<file path="config.mk">
export PLATFORM = sky130hd
export DESIGN_NAME = scs_front
export DESIGN_NICKNAME = d
export VERILOG_FILES = /design/src/design/scs_pkg.sv /design/src/design/scs_front.sv
export SDC_FILE = /design/constraint.sdc
export NUM_CORES = 1
export LEC_CHECK = 0
export ABC_AREA = 0
export ABC_CLOCK_PERIOD_IN_PS = 16500
export BUFFER_PORTS_ARGS = -buffer_cell sky130_fd_sc_hd__buf_2
export CORE_AREA = 2 2 225 227
export CTS_CLUSTER_DIAMETER = 150
export DETAILED_ROUTE_END_ITERATION = 8
export DIE_AREA = 0 0 227 229
export PLACE_DENSITY = 0.8
export SLEW_MARGIN = 20
export SYNTH_ARGS = -nofsm -noshare
export SYNTH_HDL_FRONTEND = slang
export SYNTH_SLANG_ARGS = --single-unit
</file>
<file path="constraint.sdc">
create_clock -name clk -period 16.5 [get_ports clk]
set_input_delay 2.475 -clock clk [delete_from_list [all_inputs] [get_ports clk]]
set_output_delay 2.475 -clock clk [all_outputs]
set_load 0.1 [all_outputs]
</file>
<file path="src/design/scs_pkg.sv">
// ----------------------------------------------------------------------------
// scs_pkg
// Shared types and constants of the spline curvature speed sampler.
// ----------------------------------------------------------------------------
`timescale 1ns / 1ps
`default_nettype none

package scs_pkg;

  typedef enum logic [2:0] {
    OP_MUL  = 3'b001,
    OP_DIV  = 3'b010,
    OP_SQRT = 3'b100
  } arith_op_t;

  typedef struct packed {
    logic        start;
    arith_op_t   op;
    logic [127:0] a;
    logic [127:0] b;
  } arith_req_t;

  typedef struct packed {
    logic         done;
    logic [127:0] res;
    logic [127:0] rem;
  } arith_rsp_t;

  typedef struct packed {
    logic        [31:0] duration;
    logic signed [31:0] cx0;
    logic signed [31:0] cx1;
    logic signed [31:0] cx2;
    logic signed [31:0] cx3;
    logic signed [31:0] cy0;
    logic signed [31:0] cy1;
    logic signed [31:0] cy2;
    logic signed [31:0] cy3;
  } seg_t;

  localparam logic [1:0] CFG_SAMPLES     = 2'd0;
  localparam logic [1:0] CFG_SPEED_LIMIT = 2'd1;
  localparam logic [1:0] CFG_GAIN        = 2'd2;

  localparam logic signed [63:0] LIM47  = 64'sh0000_7FFF_FFFF_FFFF;
  localparam logic signed [63:0] NLIM47 = -64'sh0000_7FFF_FFFF_FFFF;
  localparam logic signed [63:0] LIM31  = 64'sh0000_0000_7FFF_FFFF;
  localparam logic signed [63:0] NLIM31 = -64'sh0000_0000_7FFF_FFFF;
  localparam logic signed [63:0] NLIM32 = -64'sh0000_0000_8000_0000;
  localparam logic [63:0] KAPPA_FLOOR = 64'd42950;
  localparam logic [63:0] SPEED2_MIN  = 64'd4295;
  localparam logic [47:0] TIME_MAX    = 48'hFFFF_FFFF_FFFF;

endpackage

`default_nettype wire

</file>
<file path="src/design/scs_front.sv">
// ----------------------------------------------------------------------------
// scs_front
// Segment intake: two-entry queue between the input channel and the back end.
// ----------------------------------------------------------------------------
`timescale 1ns / 1ps
`default_nettype none

module scs_front
  import scs_pkg::*;
(
  input  wire  logic clk,
  input  wire  logic rst_n,
  input  wire  logic in_valid,
  output logic       in_stall,
  input  seg_t       in_seg,
  output logic       q_valid,
  output seg_t       q_seg,
  input  wire  logic q_pop
);

  seg_t       mem_r [2];
  logic       wr_r, wr_nxt;
  logic       rd_r, rd_nxt;
  logic [1:0] cnt_r, cnt_nxt;
  logic       push;

  assign in_stall = (cnt_r == 2'd2);
  assign push     = in_valid && !in_stall;
  assign q_valid  = (cnt_r != 2'd0);
  assign q_seg    = mem_r[rd_r];

  always_comb begin
    wr_nxt  = push ? !wr_r : wr_r;
    rd_nxt  = q_pop ? !rd_r : rd_r;
    cnt_nxt = cnt_r + {1'b0, push} - {1'b0, q_pop};
  end

  always_ff @(posedge clk) begin
    if (!rst_n) begin
      wr_r  <= 1'b0;
      rd_r  <= 1'b0;
      cnt_r <= 2'd0;
    end else begin
      wr_r  <= wr_nxt;
      rd_r  <= rd_nxt;
      cnt_r <= cnt_nxt;
    end
  end

  always_ff @(posedge clk) begin
    if (push) begin
      mem_r[wr_r] <= in_seg;
    end
  end

endmodule

`default_nettype wire

</file>
==> flow_summary.rst <==
.. list-table::
   :header-rows: 1

   * - Metric
     - Value
   * - Outcome
     - completed
   * - Layout Nets
     - around 1800
   * - Antenna violations before repair
     - 17
   * - Placed cell area
     - between 20000 and 30000 µm²
   * - Clock transition time at the flip-flop clock pins of the worst setup and hold paths
     - about 0.05 ns
   * - Final Hold Violating Endpoints
     - 0
   * - Sequential cell area in the final layout
     - between 15000 and 20000 µm²
   * - Top library cells by usage in the layout, fill and taps aside
     - 581 x sky130_fd_sc_hd__buf_2, 576 x sky130_fd_sc_hd__edfxtp_1, 201 x sky130_fd_sc_hd__mux2_4, 87 x sky130_fd_sc_hd__mux2_2, 59 x sky130_fd_sc_hd__clkbuf_16
   * - Mean instance size in the synthesized netlist
     - approximately 24 µm²
   * - Final setup vio count
     - 0
   * - Critical Path Sink Type
     - output port
   * - Dpl hpwl
     - ~32 mm
   * - First-pass GRT wire length
     - between 60 and 70 mm
   * - Total routing resource utilization after global routing
     - around 17%
   * - Num Clock Sinks
     - about 580
   * - Starting density of the core
     - between 40% and 50%
   * - Area growth from synthesis to layout
     - 25.3%
   * - Slew @ Worst Pin
     - approximately 1.3 ns
   * - Classification of the worst-slack hold path
     - reg -> reg
   * - Peak clock frequency supported by timing
     - 153 MHz
   * - PostCTS Resize Cnt
     - 0
   * - Syn Inst Count
     - between 900 and 1000
   * - Routed wire length
     - 46.8 mm
   * - Pin count of the biggest net entering global routing
     - between 150 and 200
   * - Count of vias placed by the detailed router
     - between 10000 and 15000
   * - Footprint of the multi-input gates
     - a little over 4000 µm²
   * - Clock Path Buffers
     - 3
   * - Number of hold-repair buffers added at the cts stage
     - 0
   * - Peak fanout along the critical path
     - 53
   * - Leakage
     - 10.6 nW
   * - Max IR drop VDD
     - 0.128 mV
   * - Final cell area excluding filler cells
     - between 20000 and 30000 µm²
   * - Synth unique cells
     - 17
   * - Number of search-and-repair iterations in the first detailed-routing pass
     - 4
   * - Global route overflow
     - 0
   * - CP cell instances
     - buf_4 -> buf_4 -> mux2_4 -> buf_2
   * - Maxcap violations
     - 0
   * - Core area
     - ~50000 µm²
   * - DR vias/cell
     - 4.83
   * - Min Clock Period, post-route
     - approximately 6.5 ns
   * - Clock buffer count from CTS
     - 58
   * - Power per Cell Area
     - approximately 180 nW/µm²
   * - Worst Skew
     - around 0.020 ns
   * - Drt initial violations
     - about 670
   * - DP Cell Count
     - about 2200
   * - Unrepaired setup endpoints after global routing
     - no
   * - Maximum level of the CTS H-tree
     - 2
   * - Longest individual stage delay on the worst path
     - approximately 0.90 ns
   * - Total setup buffers inserted after CTS
     - 0
   * - Later-pin clock latency in the skew report
     - 0.60 ns
   * - Worst path most repeated cell
     - sky130_fd_sc_hd__buf_4
   * - Fraction of final layout cells with drive strength greater than 1
     - slightly above 60%
   * - Last weighted congestion value of the routability-driven placer
     - 0.796
   * - Crit-path slowest cell
     - sky130_fd_sc_hd__dfxtp_4
   * - Seq cells post-synth
     - 581
   * - Max transition margin
     - around 14%
   * - CTS tree
     - done
   * - Die X-Extent
     - between 200 and 250 µm
   * - Die outline area
     - 52000 µm²
   * - Number of nets with antenna violations after detailed routing
     - 0
   * - Nature of the critical path startpoint
     - flip-flop
   * - Final cycle utilization of the critical path
     - between 30% and 40%
   * - Max-slew violation count
     - 0
   * - Sequential share of the synthesized area
     - between 70% and 80%
   * - Clock root cell
     - sky130_fd_sc_hd__clkbuf_16
   * - Total negative slack
     - 0 ns
   * - Detailed-route wire length per cell
     - around 21 µm
   * - Count of pins on the block boundary
     - between 500 and 600
   * - Layout Cells excl Fill
     - approximately 2300
   * - Number of global-route vias before repair
     - between 10000 and 15000
   * - Post-route core utilization
     - between 50% and 60%
   * - Commonest non-fill, non-tap cell in the layout
     - sky130_fd_sc_hd__buf_2
   * - Critical Setup Path Class
     - reg -> out
   * - Data required time at the worst endpoint
     - around 14 ns
   * - Crit path DAT
     - about 4 ns
   * - IO Port Bufs
     - 581
   * - Placement Rows
     - 82
   * - Filler cell count
     - roughly 3800
   * - Post-Syn Area
     - 21800 µm²
   * - Overall die height
     - between 200 and 250 µm
   * - Count of synthesis-stage warnings from yosys
     - 0
   * - Detailed-route DRC error count
     - 0
   * - Synthesized net count
     - about 1200
-- synthesized netlist by cell type --
| master | number | area (µm²) |
|---|---|---|
| sky130_fd_sc_hd__xnor2_1 | 2 | 17.5 |
| sky130_fd_sc_hd__mux2_2 | 87 | 980 |
| sky130_fd_sc_hd__dfxtp_1 | 5 | 100 |
| sky130_fd_sc_hd__or2_2 | 1 | 6.26 |
| sky130_fd_sc_hd__mux2_4 | 201 | 3020 |
| sky130_fd_sc_hd__and3_1 | 1 | 6.26 |
| sky130_fd_sc_hd__buf_2 | 6 | 30.0 |
| sky130_fd_sc_hd__buf_6 | 26 | 293 |
| sky130_fd_sc_hd__nand2b_1 | 2 | 12.5 |
| sky130_fd_sc_hd__inv_1 | 3 | 11.3 |
| sky130_fd_sc_hd__edfxtp_1 | 576 | 17300 |
| sky130_fd_sc_hd__xor2_1 | 1 | 8.76 |
| sky130_fd_sc_hd__nand2_1 | 2 | 7.51 |
| sky130_fd_sc_hd__and2_1 | 1 | 6.26 |
| sky130_fd_sc_hd__mux2i_1 | 1 | 10.0 |
| sky130_fd_sc_hd__nor2_1 | 4 | 15.0 |
| sky130_fd_sc_hd__ha_1 | 2 | 25.0 |
-- metrics by stage --
step | hold slack, ns | power [mW] | setup WS [ns]
after floorplan | 0.455 | 3.40 | 1.06
after global placement | 0.496 | 3.53 | 10.69
after detailed placement | 0.506 | 3.56 | 10.60
after CTS | 0.523 | 4.89 | 9.94
after global routing | 0.548 | 4.99 | 9.78
final | 0.525 | 4.85 | 9.97
-- worst max-delay path: cells and delay by family, from the launching register on --
family   cells  cell delay (ns)
mux          1             0.29
flops        1             0.90
buf+inv      3             2.10
-- cells by family after synthesis --
kind of cell  share of synthesized area (%)
buf+inv                                1.53
flops                                  79.6
xor+xnor                              0.120
simple gates                          0.246
fa+ha+maj                             0.115
mux                                    18.3
-- power breakdown --
part	switching, mW	internal [mW]
clock	0.541	0.780
sequential	0.0582	1.88
combinational	1.29	0.299
total	1.89	2.96
-- metal layers --
metal	vias up	GRT usage [%]	part of all wire (%)
li1	4935	-	-
met1	5430	19.6	37
met2	471	30.2	51
met3	115	5.68	8.1
met4	14	6.60	3.4
met5	-	0	0.20
-- state kept, by name, indices dropped and copies added, names as in the netlist, named ones only --
register / cells
cnt_r: 2
rd_r: 1
mem_r: 576
wr_r: 1
-- final cells by class --
class,count,area share (%)
Clock buffer,74,5.82
Antenna cell,10,0.0914
Sequential cell,581,63.6
Inverter,3,0.0411
Tap cell,672,3.07
Timing Repair Buffer,591,11.0
Clock inverter,35,1.34
Multi-Input combinational cell,305,15.1
-- worst paths after layout --
check	slack, ns	cells after the start	endpoint	from
worst max-delay path	9.97	4	q_seg[136]	flip-flop
worst min-delay path	0.52	2	rd_r	rd_r
worst max register to register	13.39	4	mem_r[1][205]	cnt_r[0]
worst min register to register	0.52	2	rd_r	rd_r
No activity file was read; power rests on OpenSTA's default activity.
