[config.mk]
export PLATFORM = sky130hd
export DESIGN_NAME = scs_arith
export DESIGN_NICKNAME = d
export VERILOG_FILES = /design/src/design/scs_pkg.sv /design/src/design/scs_arith.sv
export SDC_FILE = /design/constraint.sdc
export NUM_CORES = 2
export LEC_CHECK = 0
export BUFFER_PORTS_ARGS = -buffer_cell sky130_fd_sc_hd__buf_4
export CELL_PAD_IN_SITES_DETAIL_PLACEMENT = 0
export CELL_PAD_IN_SITES_GLOBAL_PLACEMENT = 1
export CORE_MARGIN = 4
export CORE_UTILIZATION = 50
export CTS_BUF_LIST = sky130_fd_sc_hd__clkbuf_8
export CTS_CLUSTER_SIZE = 28
export DETAILED_ROUTE_END_ITERATION = 8
export MAX_ROUTING_LAYER = met4
export PLACE_DENSITY_LB_ADDON = 0.1
export SETUP_SLACK_MARGIN = 0.4
export SLEW_MARGIN = 20
export SYNTH_ARGS = -nofsm -noshare
export SYNTH_HDL_FRONTEND = slang
export SYNTH_SLANG_ARGS = --single-unit
[constraint.sdc]
create_clock -name clk -period 14.3 [get_ports clk]
set_clock_uncertainty 0.1 [all_clocks]
set_input_delay 1.43 -clock clk [delete_from_list [all_inputs] [get_ports clk]]
set_output_delay 1.43 -clock clk [all_outputs]
set_load 0.03 [all_outputs]
[src/design/scs_pkg.sv]
// ----------------------------------------------------------------------------
// scs_pkg
// Shared types and constants of the spline curvature speed sampler.
// ----------------------------------------------------------------------------
`timescale 1ns / 1ps
`default_nettype none

package scs_pkg;

  typedef enum logic [2:0] {
    OP_MUL  = 3'b001,
    OP_DIV  = 3'b010,
    OP_SQRT = 3'b100
  } arith_op_t;

  typedef struct packed {
    logic        start;
    arith_op_t   op;
    logic [127:0] a;
    logic [127:0] b;
  } arith_req_t;

  typedef struct packed {
    logic         done;
    logic [127:0] res;
    logic [127:0] rem;
  } arith_rsp_t;

  typedef struct packed {
    logic        [31:0] duration;
    logic signed [31:0] cx0;
    logic signed [31:0] cx1;
    logic signed [31:0] cx2;
    logic signed [31:0] cx3;
    logic signed [31:0] cy0;
    logic signed [31:0] cy1;
    logic signed [31:0] cy2;
    logic signed [31:0] cy3;
  } seg_t;

  localparam logic [1:0] CFG_SAMPLES     = 2'd0;
  localparam logic [1:0] CFG_SPEED_LIMIT = 2'd1;
  localparam logic [1:0] CFG_GAIN        = 2'd2;

  localparam logic signed [63:0] LIM47  = 64'sh0000_7FFF_FFFF_FFFF;
  localparam logic signed [63:0] NLIM47 = -64'sh0000_7FFF_FFFF_FFFF;
  localparam logic signed [63:0] LIM31  = 64'sh0000_0000_7FFF_FFFF;
  localparam logic signed [63:0] NLIM31 = -64'sh0000_0000_7FFF_FFFF;
  localparam logic signed [63:0] NLIM32 = -64'sh0000_0000_8000_0000;
  localparam logic [63:0] KAPPA_FLOOR = 64'd42950;
  localparam logic [63:0] SPEED2_MIN  = 64'd4295;
  localparam logic [47:0] TIME_MAX    = 48'hFFFF_FFFF_FFFF;

endpackage

`default_nettype wire

[src/design/scs_arith.sv]
// ----------------------------------------------------------------------------
// scs_arith
// Shared multi-cycle unit: 64x64 multiply (16-bit digits), 128/128 restoring
// divide with saturated 64-bit quotient, and 128-bit integer square root.
// ----------------------------------------------------------------------------
`timescale 1ns / 1ps
`default_nettype none

module scs_arith
  import scs_pkg::*;
(
  input  wire  logic clk,
  input  wire  logic rst_n,
  input  arith_req_t req,
  output arith_rsp_t rsp
);

  typedef enum logic [3:0] {
    A_IDLE = 4'b0001,
    A_MUL  = 4'b0010,
    A_DIV  = 4'b0100,
    A_SQRT = 4'b1000
  } astate_t;

  astate_t      st_r, st_nxt;
  logic [6:0]   cnt_r, cnt_nxt;
  logic [128:0] acc_r, acc_nxt;
  logic [127:0] opa_r, opa_nxt;
  logic [127:0] opb_r, opb_nxt;
  logic [63:0]  q_r, q_nxt;
  logic         sat_r, sat_nxt;
  logic         done_r, done_nxt;
  logic [127:0] res_r, res_nxt;
  logic [127:0] rem_r, rem_nxt;

  logic [79:0]  prod80;
  logic [128:0] sh;
  logic [128:0] trial;

  assign rsp.done = done_r;
  assign rsp.res  = res_r;
  assign rsp.rem  = rem_r;

  always_comb begin
    st_nxt   = st_r;
    cnt_nxt  = cnt_r;
    acc_nxt  = acc_r;
    opa_nxt  = opa_r;
    opb_nxt  = opb_r;
    q_nxt    = q_r;
    sat_nxt  = sat_r;
    done_nxt = 1'b0;
    res_nxt  = res_r;
    rem_nxt  = rem_r;
    prod80   = opa_r[63:0] * opb_r[63:48];
    sh       = '0;
    trial    = '0;
    case (st_r)
      A_IDLE: begin
        if (req.start) begin
          acc_nxt = '0;
          opa_nxt = req.a;
          opb_nxt = req.b;
          q_nxt   = '0;
          sat_nxt = 1'b0;
          case (req.op)
            OP_MUL: begin
              cnt_nxt = 7'd3;
              opa_nxt = {64'b0, req.a[63:0]};
              opb_nxt = {64'b0, req.b[63:0]};
              st_nxt  = A_MUL;
            end
            OP_DIV: begin
              cnt_nxt = 7'd127;
              st_nxt  = A_DIV;
            end
            OP_SQRT: begin
              cnt_nxt = 7'd63;
              st_nxt  = A_SQRT;
            end
            default: st_nxt = A_IDLE;
          endcase
        end
      end
      A_MUL: begin
        acc_nxt = {acc_r[112:0], 16'b0} + {49'b0, prod80};
        opb_nxt = {opb_r[111:0], 16'b0};
        cnt_nxt = cnt_r - 7'd1;
        if (cnt_r == 7'd0) begin
          res_nxt  = acc_nxt[127:0];
          done_nxt = 1'b1;
          st_nxt   = A_IDLE;
        end
      end
      A_DIV: begin
        sh      = {acc_r[127:0], opa_r[127]};
        opa_nxt = {opa_r[126:0], 1'b0};
        if (sh >= {1'b0, opb_r}) begin
          acc_nxt = sh - {1'b0, opb_r};
          if (cnt_r[6]) begin
            sat_nxt = 1'b1;
          end else begin
            q_nxt = {q_r[62:0], 1'b1};
          end
        end else begin
          acc_nxt = sh;
          if (!cnt_r[6]) begin
            q_nxt = {q_r[62:0], 1'b0};
          end
        end
        cnt_nxt = cnt_r - 7'd1;
        if (cnt_r == 7'd0) begin
          res_nxt  = sat_r ? {64'b0, {64{1'b1}}} : {64'b0, q_nxt};
          rem_nxt  = acc_nxt[127:0];
          done_nxt = 1'b1;
          st_nxt   = A_IDLE;
        end
      end
      A_SQRT: begin
        sh      = {acc_r[126:0], opa_r[127:126]};
        trial   = {63'b0, q_r, 2'b01};
        opa_nxt = {opa_r[125:0], 2'b00};
        if (sh >= trial) begin
          acc_nxt = sh - trial;
          q_nxt   = {q_r[62:0], 1'b1};
        end else begin
          acc_nxt = sh;
          q_nxt   = {q_r[62:0], 1'b0};
        end
        cnt_nxt = cnt_r - 7'd1;
        if (cnt_r == 7'd0) begin
          res_nxt  = {64'b0, q_nxt};
          done_nxt = 1'b1;
          st_nxt   = A_IDLE;
        end
      end
      default: st_nxt = A_IDLE;
    endcase
  end

  always_ff @(posedge clk) begin
    if (!rst_n) begin
      st_r   <= A_IDLE;
      done_r <= 1'b0;
    end else begin
      st_r   <= st_nxt;
      done_r <= done_nxt;
    end
  end

  always_ff @(posedge clk) begin
    cnt_r <= cnt_nxt;
    acc_r <= acc_nxt;
    opa_r <= opa_nxt;
    opb_r <= opb_nxt;
    q_r   <= q_nxt;
    sat_r <= sat_nxt;
    res_r <= res_nxt;
    rem_r <= rem_nxt;
  end

endmodule

`default_nettype wire

==> results.txt <==
Nets: 11.1k
Most frequent cells in the layout: inv_1, nand2_1, fa_1, edfxtp_1, buf_4
Peak fanout along the critical path: 55
Total number of vias: 71.5k
Worst Tran Pin Value: 1.39 ns
Final Hold Viols: 0
Met3 usage: 0.0919
TritonCTS buffer count: 139
Ys flop type: edfxtp_1
Most common cell after layout, fill and taps aside: inv_1
Hpwl dp: 260,000 um
Die W: 413 um
Synthesized area per cell: 8.75 um2
Slowest CP cell: buf_4
CTS tree: built
Final ANT Viol Nets: 0
Vias per inst: 6.06
Ratio of cells with drive above 1 in the final layout: 0.0935
Largest net degree at the start of global routing: 166
Vias in the first global route: 71.9k
Fin. max-slew vios: 0
Hold-fix buffer count after cts: 0
Routing usage on met2: 0.598
Fmax: 99.3 MHz
Total negative setup slack: 0 ns
Crit. End Element: flip-flop
Ys async rst share: 0
Initial Utilization: 0.503
Register area: 21,500 um2
Clock root buffer: clkbuf_8
Clk Latency, worst-skew pair: 0.98 ns
Sink Count: 717
Die Y: 413 um
Grt peak-use layer: met2
Synth Register Bits: 717
Placer Congestion: 1.06
CTS resizes: 0
Number of enable flip-flop cells after synthesis: 712
GR Util All Layers: 0.398
Worst rel slew slack: 0.0647
Multi-input logic area: 52,400 um2
Post-Syn Nets: 10.9k
Placement Rows: 148
Post-synth top area share: 0.261
Initial antenna violation count: 20
Worst setup SP type: flip-flop
Post-CTS Setup Bufs: 0
Max-cap violations: 0
CP most frequent cell: fa_1
Yosys Warn Count: 0
Final Cycle Share: 0.704
RSZ-0062 raised after global routing: no
Critical path type: flip-flop to flip-flop
Detailed-route wire length: 331,000 um
First-pass GRT wire length: 484,000 um
Synth Instances: 9,365
Clock slew at reported path FFs: 0.06 ns
Worst path top cell family by delay: adder cells
Final Setup Violations: 0
DRC: 0
CP max stage delay: 0.68 ns
Core area: 163,000 um2
CTS H-tree lvls: 4
Gr ovfl total: 0
WP data required: 14.84 ns
Grt met1 use: 0.505
Min-delay worst type: flip-flop to flip-flop
Ranking of synthesized cells by area: edfxtp_1, fa_1, nand2_1
Fillers: 15.0k
Syn-to-layout area delta: 9.87%
Outcome: finished clean
Min cycle time layout: 10.07 ns
Sequential-to-total area share from yosys stat: 0.262
Longest Clk Path Bufs: 3
Area of the die: 170,000 um2
Crit path DAT: 10.61 ns
Wire per inst: 28.0 um
IO buf count: 518
Distinct cell type count of the synthesized netlist: 97
Post-synth top area cell: edfxtp_1
WP buf/inv: 6
I/O pin count: 519
Iter 0 DRT Violations: 7,858
Mapped Area: 81,900 um2
First drt pass iteration count: 9
-- logic make-up after synthesis --
kind of cell	share of synthesized area
xor+xnor	0.0395
buf+inv	0.100
mux	0.00373
flops	0.262
simple gates	0.166
fa+ha+maj	0.283
compound gates	0.145
-- synthesized netlist by cell type, types with 12 or more instances --
cell type and count:
mux2_2 20, o221ai_1 41, inv_1 1500, a211o_1 68, o21a_1 25, a21o_1 133, or2_2 13, nand2_1 1512
a222oi_1 65, edfxtp_1 712, a31oi_1 33, nor2b_1 18, o21ai_0 519, o21bai_1 74, nor4_1 53, nor2_1 447
or4_1 19, nand4_1 145, nand3_1 86, xor2_1 145, o211ai_1 46, clkbuf_1 569, a21oi_1 509, nand2b_1 31
o21ai_1 12, fa_1 931, ha_1 364, o31ai_1 35, a221o_1 41, nor3_1 87, and3_1 43, or3_1 44
xnor2_1 224, a21boi_0 28, a221oi_1 12, buf_1 17, a22oi_1 109, a211oi_1 27, and2_1 417, buf_2 15
-- area by class of cell --
type / instances / share of cell area
Clock inverter: 104 / 0.0112
Clock buffer: 145 / 0.0222
Tap cell: 2175 / 0.0302
Multi-Input combinational cell: 6522 / 0.582
Sequential cell: 717 / 0.239
Antenna cell: 20 / 0.000556
Inverter: 1500 / 0.0627
Timing Repair Buffer: 615 / 0.0522
-- worst paths after layout --
path,cells after the start,slack [ns],endpoint,startpoint
setup / recovery,26,4.23,acc_r[126]$_DFFE_PP_,opb_r[57]$_DFFE_PP_
hold reg to reg,2,0.47,q_r[52]$_DFFE_PP_,q_r[51]$_DFFE_PP_
setup reg to reg,26,4.23,acc_r[126]$_DFFE_PP_,opb_r[57]$_DFFE_PP_
hold / removal,2,0.47,q_r[52]$_DFFE_PP_,q_r[51]$_DFFE_PP_
-- sequential cells by signal, indices dropped and copies added (netlist names) --
| name | flops |
|---|---|
| done_r | 1 |
| res_r | 128 |
| cnt_r | 7 |
| acc_r | 128 |
| rem_r | 128 |
| sat_r | 1 |
| opb_r | 128 |
| st_r | 4 |
| q_r | 64 |
| opa_r | 128 |
-- through the flow --
stage | cell area (um2) | worst slack, ns | utilization | std cells | hold slack (ns)
floorplan | 81900 | 2.20 | - | 9365 | 0.414
global placement | 86800 | 4.46 | 0.534 | 11526 | 0.444
detailed placement | 86900 | 4.57 | 0.534 | 11527 | 0.470
global route | 90000 | 4.11 | 0.553 | 11793 | 0.495
finish | 90000 | 4.23 | 0.553 | 11798 | 0.467
CTS | 89900 | 4.48 | 0.552 | 11776 | 0.475
-- layer usage --
metal / share of wire / wire [um]
met2: 0.45 / 147000
met4: 0.063 / 21000
met5: 0 / 0
met3: 0.10 / 33100
met1: 0.39 / 129000
-- worst min-delay path, delay by kind of cell, from the launching register on --
family,cells,cell delay [ns]
DFF,1,0.34
AOI/OAI and AO/OA,1,0.10
and+or+nand+nor,1,0.05
Power is left out: the tool's default activity adds up to more than one toggle a clock period on the data nets, which glitch-free logic cannot reach.
