--- src/design/scs_pkg.sv ---
// ----------------------------------------------------------------------------
// scs_pkg
// Shared types and constants of the spline curvature speed sampler.
// ----------------------------------------------------------------------------
`timescale 1ns / 1ps
`default_nettype none

package scs_pkg;

  typedef enum logic [2:0] {
    OP_MUL  = 3'b001,
    OP_DIV  = 3'b010,
    OP_SQRT = 3'b100
  } arith_op_t;

  typedef struct packed {
    logic        start;
    arith_op_t   op;
    logic [127:0] a;
    logic [127:0] b;
  } arith_req_t;

  typedef struct packed {
    logic         done;
    logic [127:0] res;
    logic [127:0] rem;
  } arith_rsp_t;

  typedef struct packed {
    logic        [31:0] duration;
    logic signed [31:0] cx0;
    logic signed [31:0] cx1;
    logic signed [31:0] cx2;
    logic signed [31:0] cx3;
    logic signed [31:0] cy0;
    logic signed [31:0] cy1;
    logic signed [31:0] cy2;
    logic signed [31:0] cy3;
  } seg_t;

  localparam logic [1:0] CFG_SAMPLES     = 2'd0;
  localparam logic [1:0] CFG_SPEED_LIMIT = 2'd1;
  localparam logic [1:0] CFG_GAIN        = 2'd2;

  localparam logic signed [63:0] LIM47  = 64'sh0000_7FFF_FFFF_FFFF;
  localparam logic signed [63:0] NLIM47 = -64'sh0000_7FFF_FFFF_FFFF;
  localparam logic signed [63:0] LIM31  = 64'sh0000_0000_7FFF_FFFF;
  localparam logic signed [63:0] NLIM31 = -64'sh0000_0000_7FFF_FFFF;
  localparam logic signed [63:0] NLIM32 = -64'sh0000_0000_8000_0000;
  localparam logic [63:0] KAPPA_FLOOR = 64'd42950;
  localparam logic [63:0] SPEED2_MIN  = 64'd4295;
  localparam logic [47:0] TIME_MAX    = 48'hFFFF_FFFF_FFFF;

endpackage

`default_nettype wire

--- src/design/scs_back.sv ---
// ----------------------------------------------------------------------------
// scs_back
// Segment sequencer: curvature sweep, speed, point sampling and travel time;
// mul, div and sqrt issued to the shared unit; one-entry output register.
// ----------------------------------------------------------------------------
`timescale 1ns / 1ps
`default_nettype none

module scs_back
  import scs_pkg::*;
#(
  parameter int CURVE_SAMPLES = 20
) (
  input  wire  logic        clk,
  input  wire  logic        rst_n,
  input  wire  logic        seg_valid,
  input  seg_t              seg,
  output logic              seg_pop,
  input  wire  logic [5:0]  n_pts,
  input  wire  logic [31:0] speed_limit,
  input  wire  logic [31:0] gain,
  output arith_req_t        req,
  input  arith_rsp_t        rsp,
  output logic              out_valid,
  input  wire  logic        out_stall,
  output logic signed [31:0] out_pos_x,
  output logic signed [31:0] out_pos_y,
  output logic [31:0]       out_speed,
  output logic [47:0]       out_elapsed_time,
  output logic              out_last_of_segment
);

  localparam int RC_W = $clog2(CURVE_SAMPLES + 1);
  localparam logic [RC_W-1:0] NC = RC_W'(CURVE_SAMPLES);

  typedef enum logic [20:0] {
    S_IDLE   = 21'h000001,
    S_WAIT   = 21'h000002,
    S_CDIV   = 21'h000004,
    S_PDIV   = 21'h000008,
    S_MAC    = 21'h000010,
    S_MACD   = 21'h000020,
    S_CROSS  = 21'h000040,
    S_CROSSD = 21'h000080,
    S_SQS    = 21'h000100,
    S_SR     = 21'h000200,
    S_SD     = 21'h000400,
    S_KD     = 21'h000800,
    S_KUPD   = 21'h001000,
    S_SPD    = 21'h002000,
    S_SPR    = 21'h004000,
    S_DIST   = 21'h008000,
    S_DX     = 21'h010000,
    S_DY     = 21'h020000,
    S_DS     = 21'h040000,
    S_DT     = 21'h080000,
    S_EMIT   = 21'h100000
  } state_t;

  function automatic logic signed [63:0] sx64(input logic signed [31:0] v);
    return {{32{v[31]}}, v};
  endfunction

  function automatic logic signed [63:0] clamp47(input logic signed [63:0] v);
    logic signed [63:0] r;
    r = v;
    if (v > LIM47) r = LIM47;
    if (v < NLIM47) r = NLIM47;
    return r;
  endfunction

  function automatic logic signed [31:0] clamp31(input logic signed [63:0] v);
    logic signed [31:0] r;
    r = v[31:0];
    if (v > LIM31) r = LIM31[31:0];
    if (v < NLIM31) r = NLIM31[31:0];
    return r;
  endfunction

  function automatic logic signed [31:0] clamp32(input logic signed [63:0] v);
    logic signed [31:0] r;
    r = v[31:0];
    if (v > LIM31) r = LIM31[31:0];
    if (v < NLIM32) r = NLIM32[31:0];
    return r;
  endfunction

  state_t state_r, state_nxt;
  state_t ret_r, ret_nxt;
  seg_t   seg_r, seg_nxt;

  logic [31:0]     qc_r, qc_nxt, tc_r, tc_nxt;
  logic [RC_W-1:0] rcq_r, rcq_nxt, rca_r, rca_nxt, ci_r, ci_nxt;
  logic [31:0]     qp_r, qp_nxt, tp_r, tp_nxt;
  logic [5:0]      rpq_r, rpq_nxt, rpa_r, rpa_nxt, pi_r, pi_nxt;
  logic [3:0]      uop_r, uop_nxt;
  logic [1:0]      pstep_r, pstep_nxt;

  logic signed [63:0] acc_r, acc_nxt;
  logic signed [31:0] x1_r, x1_nxt, x2_r, x2_nxt, y1_r, y1_nxt, y2_r, y2_nxt;
  logic signed [31:0] px_r, px_nxt, py_r, py_nxt;
  logic signed [63:0] p_r [4];
  logic signed [63:0] p_wr;
  logic               p_we;
  logic [63:0]  n_r, n_nxt, s_r, s_nxt, k_r, k_nxt, kmax_r, kmax_nxt;
  logic [31:0]  speed_r, speed_nxt;
  logic [65:0]  a_r, a_nxt;

  logic signed [31:0] prev_x_r, prev_x_nxt, prev_y_r, prev_y_nxt;
  logic [47:0]  time_r, time_nxt;
  logic         have_r, have_nxt;

  logic               ov_r, ov_nxt;
  logic signed [31:0] ox_r, ox_nxt, oy_r, oy_nxt;
  logic [31:0]        os_r, os_nxt;
  logic [47:0]        ot_r, ot_nxt;
  logic               ol_r, ol_nxt;

  logic               axis_y;
  logic signed [63:0] c0, c1, c2, c3, src_v, add_v, m_s, sum_s, mac_v;
  logic [63:0]        src_mag, m_u;
  logic [31:0]        t_cur;
  logic signed [31:0] pa, pb;
  logic [31:0]        pa_m, pb_m;
  logic               p_neg;
  logic signed [63:0] n_c;
  logic [63:0]        n_mag, s_c, kf;
  logic signed [32:0] dx33, dy33;
  logic [32:0]        dx_m, dy_m;
  logic [66:0]        dsum;
  logic [50:0]        tsum;
  logic [RC_W:0]      rc_sum;
  logic [6:0]         rp_sum;

  assign out_valid           = ov_r;
  assign out_pos_x           = ox_r;
  assign out_pos_y           = oy_r;
  assign out_speed           = os_r;
  assign out_elapsed_time    = ot_r;
  assign out_last_of_segment = ol_r;

  always_comb begin
    axis_y = (uop_r == 4'd3) || (uop_r == 4'd4) || (uop_r == 4'd5) ||
             (uop_r == 4'd9) || (uop_r == 4'd10) || (uop_r == 4'd11);
    c0 = axis_y ? sx64(seg_r.cy0) : sx64(seg_r.cx0);
    c1 = axis_y ? sx64(seg_r.cy1) : sx64(seg_r.cx1);
    c2 = axis_y ? sx64(seg_r.cy2) : sx64(seg_r.cx2);
    c3 = axis_y ? sx64(seg_r.cy3) : sx64(seg_r.cx3);
    case (uop_r)
      4'd0, 4'd3: src_v = c3 + (c3 <<< 1);
      4'd2, 4'd5: src_v = (c3 <<< 2) + (c3 <<< 1);
      4'd6, 4'd9: src_v = c3;
      default:    src_v = acc_r;
    endcase
    case (uop_r)
      4'd0, 4'd2, 4'd3, 4'd5: add_v = c2 <<< 1;
      4'd1, 4'd4, 4'd7, 4'd10: add_v = c1;
      4'd6, 4'd9: add_v = c2;
      default:    add_v = c0;
    endcase
    t_cur   = (uop_r < 4'd6) ? tc_r : tp_r;
    src_mag = src_v[63] ? 64'(-src_v) : 64'(src_v);
    m_u     = (|rsp.res[127:63]) ? 64'(LIM47) : {17'b0, rsp.res[62:16]};
    m_s     = src_v[63] ? -signed'(m_u) : signed'(m_u);
    sum_s   = m_s + add_v;
    mac_v   = clamp47(sum_s);

    case (pstep_r)
      2'd0:    begin pa = x1_r; pb = y2_r; end
      2'd1:    begin pa = y1_r; pb = x2_r; end
      2'd2:    begin pa = x1_r; pb = x1_r; end
      default: begin pa = y1_r; pb = y1_r; end
    endcase
    pa_m  = pa[31] ? 32'(-pa) : 32'(pa);
    pb_m  = pb[31] ? 32'(-pb) : 32'(pb);
    p_neg = pa[31] ^ pb[31];

    n_c   = p_r[0] - p_r[1];
    n_mag = n_c[63] ? 64'(-n_c) : 64'(n_c);
    s_c   = 64'(p_r[2]) + 64'(p_r[3]);
    kf    = (kmax_r < KAPPA_FLOOR) ? KAPPA_FLOOR : kmax_r;

    dx33 = {px_r[31], px_r} - {prev_x_r[31], prev_x_r};
    dy33 = {py_r[31], py_r} - {prev_y_r[31], prev_y_r};
    dx_m = dx33[32] ? 33'(-dx33) : 33'(dx33);
    dy_m = dy33[32] ? 33'(-dy33) : 33'(dy33);
    dsum = {1'b0, a_r} + {1'b0, rsp.res[65:0]};
    tsum = {3'b0, time_r} + {1'b0, rsp.res[49:0]};

    rc_sum = {1'b0, rca_r} + {1'b0, rcq_r};
    rp_sum = {1'b0, rpa_r} + {1'b0, rpq_r};
  end

  always_comb begin
    state_nxt  = state_r;
    ret_nxt    = ret_r;
    seg_nxt    = seg_r;
    qc_nxt     = qc_r;
    tc_nxt     = tc_r;
    rcq_nxt    = rcq_r;
    rca_nxt    = rca_r;
    ci_nxt     = ci_r;
    qp_nxt     = qp_r;
    tp_nxt     = tp_r;
    rpq_nxt    = rpq_r;
    rpa_nxt    = rpa_r;
    pi_nxt     = pi_r;
    uop_nxt    = uop_r;
    pstep_nxt  = pstep_r;
    acc_nxt    = acc_r;
    x1_nxt     = x1_r;
    x2_nxt     = x2_r;
    y1_nxt     = y1_r;
    y2_nxt     = y2_r;
    px_nxt     = px_r;
    py_nxt     = py_r;
    p_we       = 1'b0;
    p_wr       = '0;
    n_nxt      = n_r;
    s_nxt      = s_r;
    k_nxt      = k_r;
    kmax_nxt   = kmax_r;
    speed_nxt  = speed_r;
    a_nxt      = a_r;
    prev_x_nxt = prev_x_r;
    prev_y_nxt = prev_y_r;
    time_nxt   = time_r;
    have_nxt   = have_r;
    ov_nxt     = ov_r && out_stall;
    ox_nxt     = ox_r;
    oy_nxt     = oy_r;
    os_nxt     = os_r;
    ot_nxt     = ot_r;
    ol_nxt     = ol_r;
    seg_pop    = 1'b0;
    req.start  = 1'b0;
    req.op     = OP_MUL;
    req.a      = '0;
    req.b      = '0;

    case (state_r)
      S_IDLE: begin
        if (seg_valid) begin
          seg_pop   = 1'b1;
          seg_nxt   = seg;
          req.start = 1'b1;
          req.op    = OP_DIV;
          req.a     = {96'b0, seg.duration};
          req.b     = 128'(NC);
          ret_nxt   = S_CDIV;
          state_nxt = S_WAIT;
        end
      end
      S_WAIT: begin
        if (rsp.done) state_nxt = ret_r;
      end
      S_CDIV: begin
        qc_nxt    = rsp.res[31:0];
        rcq_nxt   = rsp.rem[RC_W-1:0];
        req.start = 1'b1;
        req.op    = OP_DIV;
        req.a     = {96'b0, seg_r.duration};
        req.b     = {122'b0, n_pts};
        ret_nxt   = S_PDIV;
        state_nxt = S_WAIT;
      end
      S_PDIV: begin
        qp_nxt    = rsp.res[31:0];
        rpq_nxt   = rsp.rem[5:0];
        tc_nxt    = '0;
        rca_nxt   = '0;
        ci_nxt    = '0;
        kmax_nxt  = '0;
        uop_nxt   = 4'd0;
        state_nxt = S_MAC;
      end
      S_MAC: begin
        req.start = 1'b1;
        req.op    = OP_MUL;
        req.a     = {64'b0, src_mag};
        req.b     = {96'b0, t_cur};
        ret_nxt   = S_MACD;
        state_nxt = S_WAIT;
      end
      S_MACD: begin
        uop_nxt   = uop_r + 4'd1;
        state_nxt = S_MAC;
        case (uop_r)
          4'd1:  x1_nxt = clamp31(mac_v);
          4'd2:  x2_nxt = clamp31(mac_v);
          4'd4:  y1_nxt = clamp31(mac_v);
          4'd5: begin
            y2_nxt    = clamp31(mac_v);
            pstep_nxt = 2'd0;
            state_nxt = S_CROSS;
          end
          4'd8:  px_nxt = clamp32(mac_v);
          4'd11: begin
            py_nxt    = clamp32(mac_v);
            state_nxt = S_DIST;
          end
          default: acc_nxt = mac_v;
        endcase
      end
      S_CROSS: begin
        req.start = 1'b1;
        req.op    = OP_MUL;
        req.a     = {96'b0, pa_m};
        req.b     = {96'b0, pb_m};
        ret_nxt   = S_CROSSD;
        state_nxt = S_WAIT;
      end
      S_CROSSD: begin
        p_we      = 1'b1;
        p_wr      = p_neg ? -signed'(rsp.res[63:0]) : signed'(rsp.res[63:0]);
        pstep_nxt = pstep_r + 2'd1;
        state_nxt = (pstep_r == 2'd3) ? S_SQS : S_CROSS;
      end
      S_SQS: begin
        n_nxt = n_mag;
        s_nxt = s_c;
        if (s_c < SPEED2_MIN) begin
          k_nxt     = KAPPA_FLOOR;
          state_nxt = S_KUPD;
        end else begin
          req.start = 1'b1;
          req.op    = OP_SQRT;
          req.a     = {64'b0, s_c};
          ret_nxt   = S_SR;
          state_nxt = S_WAIT;
        end
      end
      S_SR: begin
        req.start = 1'b1;
        req.op    = OP_MUL;
        req.a     = {64'b0, s_r};
        req.b     = {64'b0, rsp.res[63:0]};
        ret_nxt   = S_SD;
        state_nxt = S_WAIT;
      end
      S_SD: begin
        req.start = 1'b1;
        req.op    = OP_DIV;
        req.a     = {16'b0, n_r, 48'b0};
        req.b     = rsp.res;
        ret_nxt   = S_KD;
        state_nxt = S_WAIT;
      end
      S_KD: begin
        k_nxt     = rsp.res[63:0];
        state_nxt = S_KUPD;
      end
      S_KUPD: begin
        if (k_r > kmax_r) kmax_nxt = k_r;
        if (ci_r == NC) begin
          state_nxt = S_SPD;
        end else begin
          ci_nxt = ci_r + 1'b1;
          if (rc_sum >= {1'b0, NC}) begin
            rca_nxt = RC_W'(rc_sum - {1'b0, NC});
            tc_nxt  = tc_r + qc_r + 32'd1;
          end else begin
            rca_nxt = rc_sum[RC_W-1:0];
            tc_nxt  = tc_r + qc_r;
          end
          uop_nxt   = 4'd0;
          state_nxt = S_MAC;
        end
      end
      S_SPD: begin
        req.start = 1'b1;
        req.op    = OP_DIV;
        req.a     = {64'b0, gain, 32'b0};
        req.b     = {64'b0, kf};
        ret_nxt   = S_SPR;
        state_nxt = S_WAIT;
      end
      S_SPR: begin
        speed_nxt = (rsp.res[63:0] > {32'b0, speed_limit}) ? speed_limit : rsp.res[31:0];
        pi_nxt    = '0;
        tp_nxt    = '0;
        rpa_nxt   = '0;
        uop_nxt   = 4'd6;
        state_nxt = S_MAC;
      end
      S_DIST: begin
        if (have_r && (speed_r != 32'd0)) begin
          req.start = 1'b1;
          req.op    = OP_MUL;
          req.a     = {95'b0, dx_m};
          req.b     = {95'b0, dx_m};
          ret_nxt   = S_DX;
          state_nxt = S_WAIT;
        end else begin
          state_nxt = S_EMIT;
        end
      end
      S_DX: begin
        a_nxt     = rsp.res[65:0];
        req.start = 1'b1;
        req.op    = OP_MUL;
        req.a     = {95'b0, dy_m};
        req.b     = {95'b0, dy_m};
        ret_nxt   = S_DY;
        state_nxt = S_WAIT;
      end
      S_DY: begin
        req.start = 1'b1;
        req.op    = OP_SQRT;
        req.a     = {61'b0, dsum};
        ret_nxt   = S_DS;
        state_nxt = S_WAIT;
      end
      S_DS: begin
        req.start = 1'b1;
        req.op    = OP_DIV;
        req.a     = {78'b0, rsp.res[33:0], 16'b0};
        req.b     = {96'b0, speed_r};
        ret_nxt   = S_DT;
        state_nxt = S_WAIT;
      end
      S_DT: begin
        time_nxt  = (tsum > {3'b0, TIME_MAX}) ? TIME_MAX : tsum[47:0];
        state_nxt = S_EMIT;
      end
      S_EMIT: begin
        if (!ov_r || !out_stall) begin
          ov_nxt     = 1'b1;
          ox_nxt     = px_r;
          oy_nxt     = py_r;
          os_nxt     = speed_r;
          ot_nxt     = time_r;
          ol_nxt     = (pi_r == n_pts);
          have_nxt   = 1'b1;
          prev_x_nxt = px_r;
          prev_y_nxt = py_r;
          if (pi_r == n_pts) begin
            state_nxt = S_IDLE;
          end else begin
            pi_nxt = pi_r + 6'd1;
            if (rp_sum >= {1'b0, n_pts}) begin
              rpa_nxt = 6'(rp_sum - {1'b0, n_pts});
              tp_nxt  = tp_r + qp_r + 32'd1;
            end else begin
              rpa_nxt = rp_sum[5:0];
              tp_nxt  = tp_r + qp_r;
            end
            uop_nxt   = 4'd6;
            state_nxt = S_MAC;
          end
        end
      end
      default: state_nxt = S_IDLE;
    endcase
  end

  always_ff @(posedge clk) begin
    if (!rst_n) begin
      state_r  <= S_IDLE;
      ret_r    <= S_IDLE;
      ov_r     <= 1'b0;
      have_r   <= 1'b0;
      prev_x_r <= '0;
      prev_y_r <= '0;
      time_r   <= '0;
    end else begin
      state_r  <= state_nxt;
      ret_r    <= ret_nxt;
      ov_r     <= ov_nxt;
      have_r   <= have_nxt;
      prev_x_r <= prev_x_nxt;
      prev_y_r <= prev_y_nxt;
      time_r   <= time_nxt;
    end
  end

  always_ff @(posedge clk) begin
    seg_r   <= seg_nxt;
    qc_r    <= qc_nxt;
    tc_r    <= tc_nxt;
    rcq_r   <= rcq_nxt;
    rca_r   <= rca_nxt;
    ci_r    <= ci_nxt;
    qp_r    <= qp_nxt;
    tp_r    <= tp_nxt;
    rpq_r   <= rpq_nxt;
    rpa_r   <= rpa_nxt;
    pi_r    <= pi_nxt;
    uop_r   <= uop_nxt;
    pstep_r <= pstep_nxt;
    acc_r   <= acc_nxt;
    x1_r    <= x1_nxt;
    x2_r    <= x2_nxt;
    y1_r    <= y1_nxt;
    y2_r    <= y2_nxt;
    px_r    <= px_nxt;
    py_r    <= py_nxt;
    n_r     <= n_nxt;
    s_r     <= s_nxt;
    k_r     <= k_nxt;
    kmax_r  <= kmax_nxt;
    speed_r <= speed_nxt;
    a_r     <= a_nxt;
    ox_r    <= ox_nxt;
    oy_r    <= oy_nxt;
    os_r    <= os_nxt;
    ot_r    <= ot_nxt;
    ol_r    <= ol_nxt;
    if (p_we) begin
      p_r[pstep_r] <= p_wr;
    end
  end

endmodule

`default_nettype wire

--- config.mk ---
export PLATFORM = sky130hd
export DESIGN_NAME = scs_back
export DESIGN_NICKNAME = d
export VERILOG_FILES = /design/src/design/scs_pkg.sv /design/src/design/scs_back.sv
export SDC_FILE = /design/constraint.sdc
export NUM_CORES = 2
export LEC_CHECK = 0
export BUFFER_PORTS_ARGS = -buffer_cell sky130_fd_sc_hd__buf_2
export CAP_MARGIN = 20
export CORE_MARGIN = 4
export CORE_UTILIZATION = 35
export CTS_CLUSTER_DIAMETER = 30
export DETAILED_ROUTE_END_ITERATION = 7
export HOLD_SLACK_MARGIN = 0.06
export PLACE_DENSITY = 0.6
export REMOVE_ABC_BUFFERS = 1
export SYNTH_ARGS = -nofsm -noshare
export SYNTH_HDL_FRONTEND = slang
export SYNTH_SLANG_ARGS = --single-unit
--- constraint.sdc ---
create_clock -name clk -period 40.7 [get_ports clk]
set_input_delay 8.14 -clock clk [delete_from_list [all_inputs] [get_ports clk]]
set_output_delay 8.14 -clock clk [all_outputs]
set_load 0.005 [all_outputs]
==> impl_metrics.toml <==
[status]
status = "finished with violations"
violations = "DRC"

[die]
chipHeight_um = 550
start_util = 0.352
die_w_um = 550
pin_count = 1026
core_mm2 = 0.292
die-area_mm2 = 0.302
placementRows = 198

[power_and_ir_drop]
swShare = 0.241
p_switching_mw = 1.31
p_leak_nw = 48.6
power_frac_clock = 0.584
internal_power_mw = 4.11
ir_drop_v = 0.0000410
seqPwrFrac = 0.342
comb_power_share = 0.074
power_density_mw_per_mm2 = 43.2

[placement]
io_buffers = 887
dp.final_hpwl_um = 332000
place_congestion = 0.993
dpl_worst_slack_ns = 18.86

[sta]
rsz0062_at_grt = "no"
fin_skew_ns = 0.111
drv_slew = 0
finalWorstSetupSlack_ns = 18.68
setup_violations = 0
hold_viol = 0
post-route-period-util = 0.541
tns_ns = 0
tightest_slew_ns = 1.37
fin_crit_ns = 22.02
relSlewSlack = 0.0823
fmax_mhz = 45.4

[synthesis]
ys_warn_count = 0
synth_ff_type = "edfxtp_1"
syn_inst = 10300
synth_area_mm2 = 0.103
postSynthAreaPerCell_um2 = 9.95
ys_seq_area_frac = 0.457
synthArstFlopShare = 0
ys_types = 116
ys_ff_latch = 1614
synth_edf_count = 1466

[drt]
wl_um = 428000
wl_per_cell_um = 27.4
vias_per_cell = 5.76
first_iter_violations = 11200
vias = 89800
dr.pass1.iters = 8
drc_errors = 11
drtAntennaViolNets = 0

[setup_path]
crit_arrival_ns = 13.88
slowest_delay_ns = 0.61
path_cells = "buf_2 > buf_4 > ha_1 > fa_1 > a211oi_1 > o311ai_0 > a32oi_1 > o32ai_1 > nor4b_1 > o211ai_1 > a31oi_1 > o21ai_0 > a31oi_1 > o41ai_1 > a311o_1 > a21oi_1 > nand2b_1 > a32o_1 > buf_2"
cp_top_family = "compound AO/OA/AOI/OAI gates"
startpoint = "rsp[128]"
endpoint_kind = "output pin"
timing.rr.start = "uop_r[1]"
worstSetupPathType = "input port to output pin"
cp_slowest_cell = "nor4b_1"
critPathRequiredTime_ns = 32.56
path_max_fanout = 11
crit_buf_inv = 3
startpoint_type = "input port"

[global_route]
grt_pass1_vias = 83400
antenna_found_initial = 96
grt_max_degree = 164
overflow = 0
track_usage = 0.270
grt_pass1_wl_um = 600000

[job]
maxCapViolCount = 0

[clock_network]
cts_setup_buffers = 0
insertion_delay_ns = 0.97
clk_pin_slew_worst_paths_ns = 0.04
cts_hold_buf = 0
cts_sinks = 1614
cts_buffer_depth = 4
cts_buffers = 380
htreeDepth = 5
clockRootBuffer = "clkbuf_16"
tritoncts = "built"
cts_resized = 0

[final_layout]
nets = 12500
post_route_cells_drive_above_1_share = 0.166
syn_to_final_growth_pct = 22.1

[worst_hold_path]
hp-class = "flip-flop to flip-flop"
min-delay-start = "ret_r[3]"
==> power groups by stage <==
stage	Clock [mW]	Sequential, mW	Combinational, mW
finish	3.16	1.86	0.401
global placement	0	1.89	0.387
detailed placement	0	1.89	0.387
global route	3.29	1.86	0.423
CTS	3.20	1.86	0.389
floorplan	0	1.90	0.200
==> cell type report <==
cell class / instances / area, µm²
fill: 28000 / 166000
multi-input combinational: 7801 / 52500
sequential: 1614 / 47000
clock buffer: 431 / 9800
timing repair buffer: 1081 / 5920
tap: 3900 / 4880
clock inverter: 270 / 3540
inverter: 437 / 1650
antenna: 51 / 128
==> per-stage QoR <==
stage          area (µm²)  utilization  hold slack, ns  std cells  power, mW
3_5_place_dp       112000        0.384           0.439      14800       2.27
2_1_floorplan      101000            -           0.429       9852       2.10
6_report           125000        0.430           0.449      15600       5.42
4_1_cts            125000        0.430           0.449      15500       5.44
3_3_place_gp       112000        0.384           0.434      14800       2.27
5_1_grt            125000        0.430           0.466      15600       5.57
==> layer usage <==
metal	track usage	routed length, µm	up-vias
met4	0.159	28900	44
met1	0.358	174000	43300
met5	0	310	-
met3	0.0636	43000	917
li1	-	-	40800
met2	0.402	182000	4737
==> worst paths after layout <==
path / cells past startpoint / slack, ns / endpoint
hold reg to reg: 1 / 0.45 / state_r[3]
setup reg to reg: 27 / 28.89 / py_r[25]
hold / removal: 1 / 0.45 / state_r[3]
setup / recovery: 19 / 18.68 / req[192]
==> state kept, by name, indices dropped and copies added, names as in the netlist, 48 cells and up <==
name and cells:
kmax_r 64, seg_r 288, out_elapsed_time 48, time_r 48, n_r 64, k_r 64
s_r 64, p_r 256, a_r 66, acc_r 64
==> cells in the final DEF (no fill, tap or decap), types with 188 or more instances in the layout <==
master	synthesis	final
nand2_1	885	882
o21ai_0	589	585
a21oi_1	833	830
ha_1	597	594
buf_4	18	188
inv_1	433	430
xor2_1	325	324
nor2_1	775	767
xnor2_1	449	446
nor3_1	210	208
edfxtp_1	1466	1466
buf_2	28	889
a21o_1	255	255
clkbuf_16	0	383
and2_1	322	317
==> cell families after synthesis <==
kind of cell | synth area share
mux | 0.0216
xor+xnor | 0.0663
buf+inv | 0.0353
flops | 0.457
fa+ha+maj | 0.0752
simple gates | 0.155
other cells | 0.0000365
compound gates | 0.189
==> synth_stat cells, drive strengths merged (29+ instances only) <==
library cell / number / area share
a211o: 63 / 0.0054
a211oi: 73 / 0.0055
a21boi: 87 / 0.0064
a21o: 255 / 0.019
a21oi: 834 / 0.041
a221o: 29 / 0.0028
a221oi: 61 / 0.0054
a222oi: 86 / 0.0084
a22o: 49 / 0.0042
a22oi: 30 / 0.0022
a31oi: 108 / 0.0066
and2: 323 / 0.020
and3: 75 / 0.0046
buf: 85 / 0.0044
clkbuf: 409 / 0.015
dfxtp: 148 / 0.029
edfxtp: 1466 / 0.43
ha: 597 / 0.073
inv: 434 / 0.016
mux2: 69 / 0.0076
mux2i: 144 / 0.014
nand2: 887 / 0.033
nand2b: 104 / 0.0063
nand3: 170 / 0.0083
nand4: 131 / 0.0080
nor2: 775 / 0.028
nor2b: 72 / 0.0044
nor3: 213 / 0.011
nor3b: 41 / 0.0030
nor4: 110 / 0.0067
o211ai: 82 / 0.0060
o21a: 116 / 0.0085
o21ai: 638 / 0.031
o21bai: 72 / 0.0053
o22ai: 68 / 0.0042
o31ai: 67 / 0.0050
or2: 48 / 0.0029
or3: 113 / 0.0069
or4: 36 / 0.0027
xnor2: 451 / 0.039
xor2: 325 / 0.028
==> worst reg2reg max path, stage by stage, from the launching register on <==
cell and delay, ns:
edfxtp_1 0.49, inv_1 0.12, ha_1 0.52, o21ai_0 0.33
a22oi_2 0.23, buf_4 0.52, mux2i_1 0.75, nand2_1 0.54
nand2_2 0.15, buf_4 0.61, nand2_1 0.57, o311ai_0 0.24
buf_4 0.21, ha_1 0.32, a21o_1 0.29, a221oi_4 0.40
a211oi_1 0.19, or4_4 0.56, a31oi_1 0.65, mux2_2 0.41
o31ai_1 0.23, o211ai_1 0.13, nor4bb_1 0.27, nand4bb_1 0.31
o2111a_1 0.58, nand2b_1 0.63, nand2b_1 0.67, a21oi_1 0.47
Note: power is estimated with default switching activity, not from simulation.
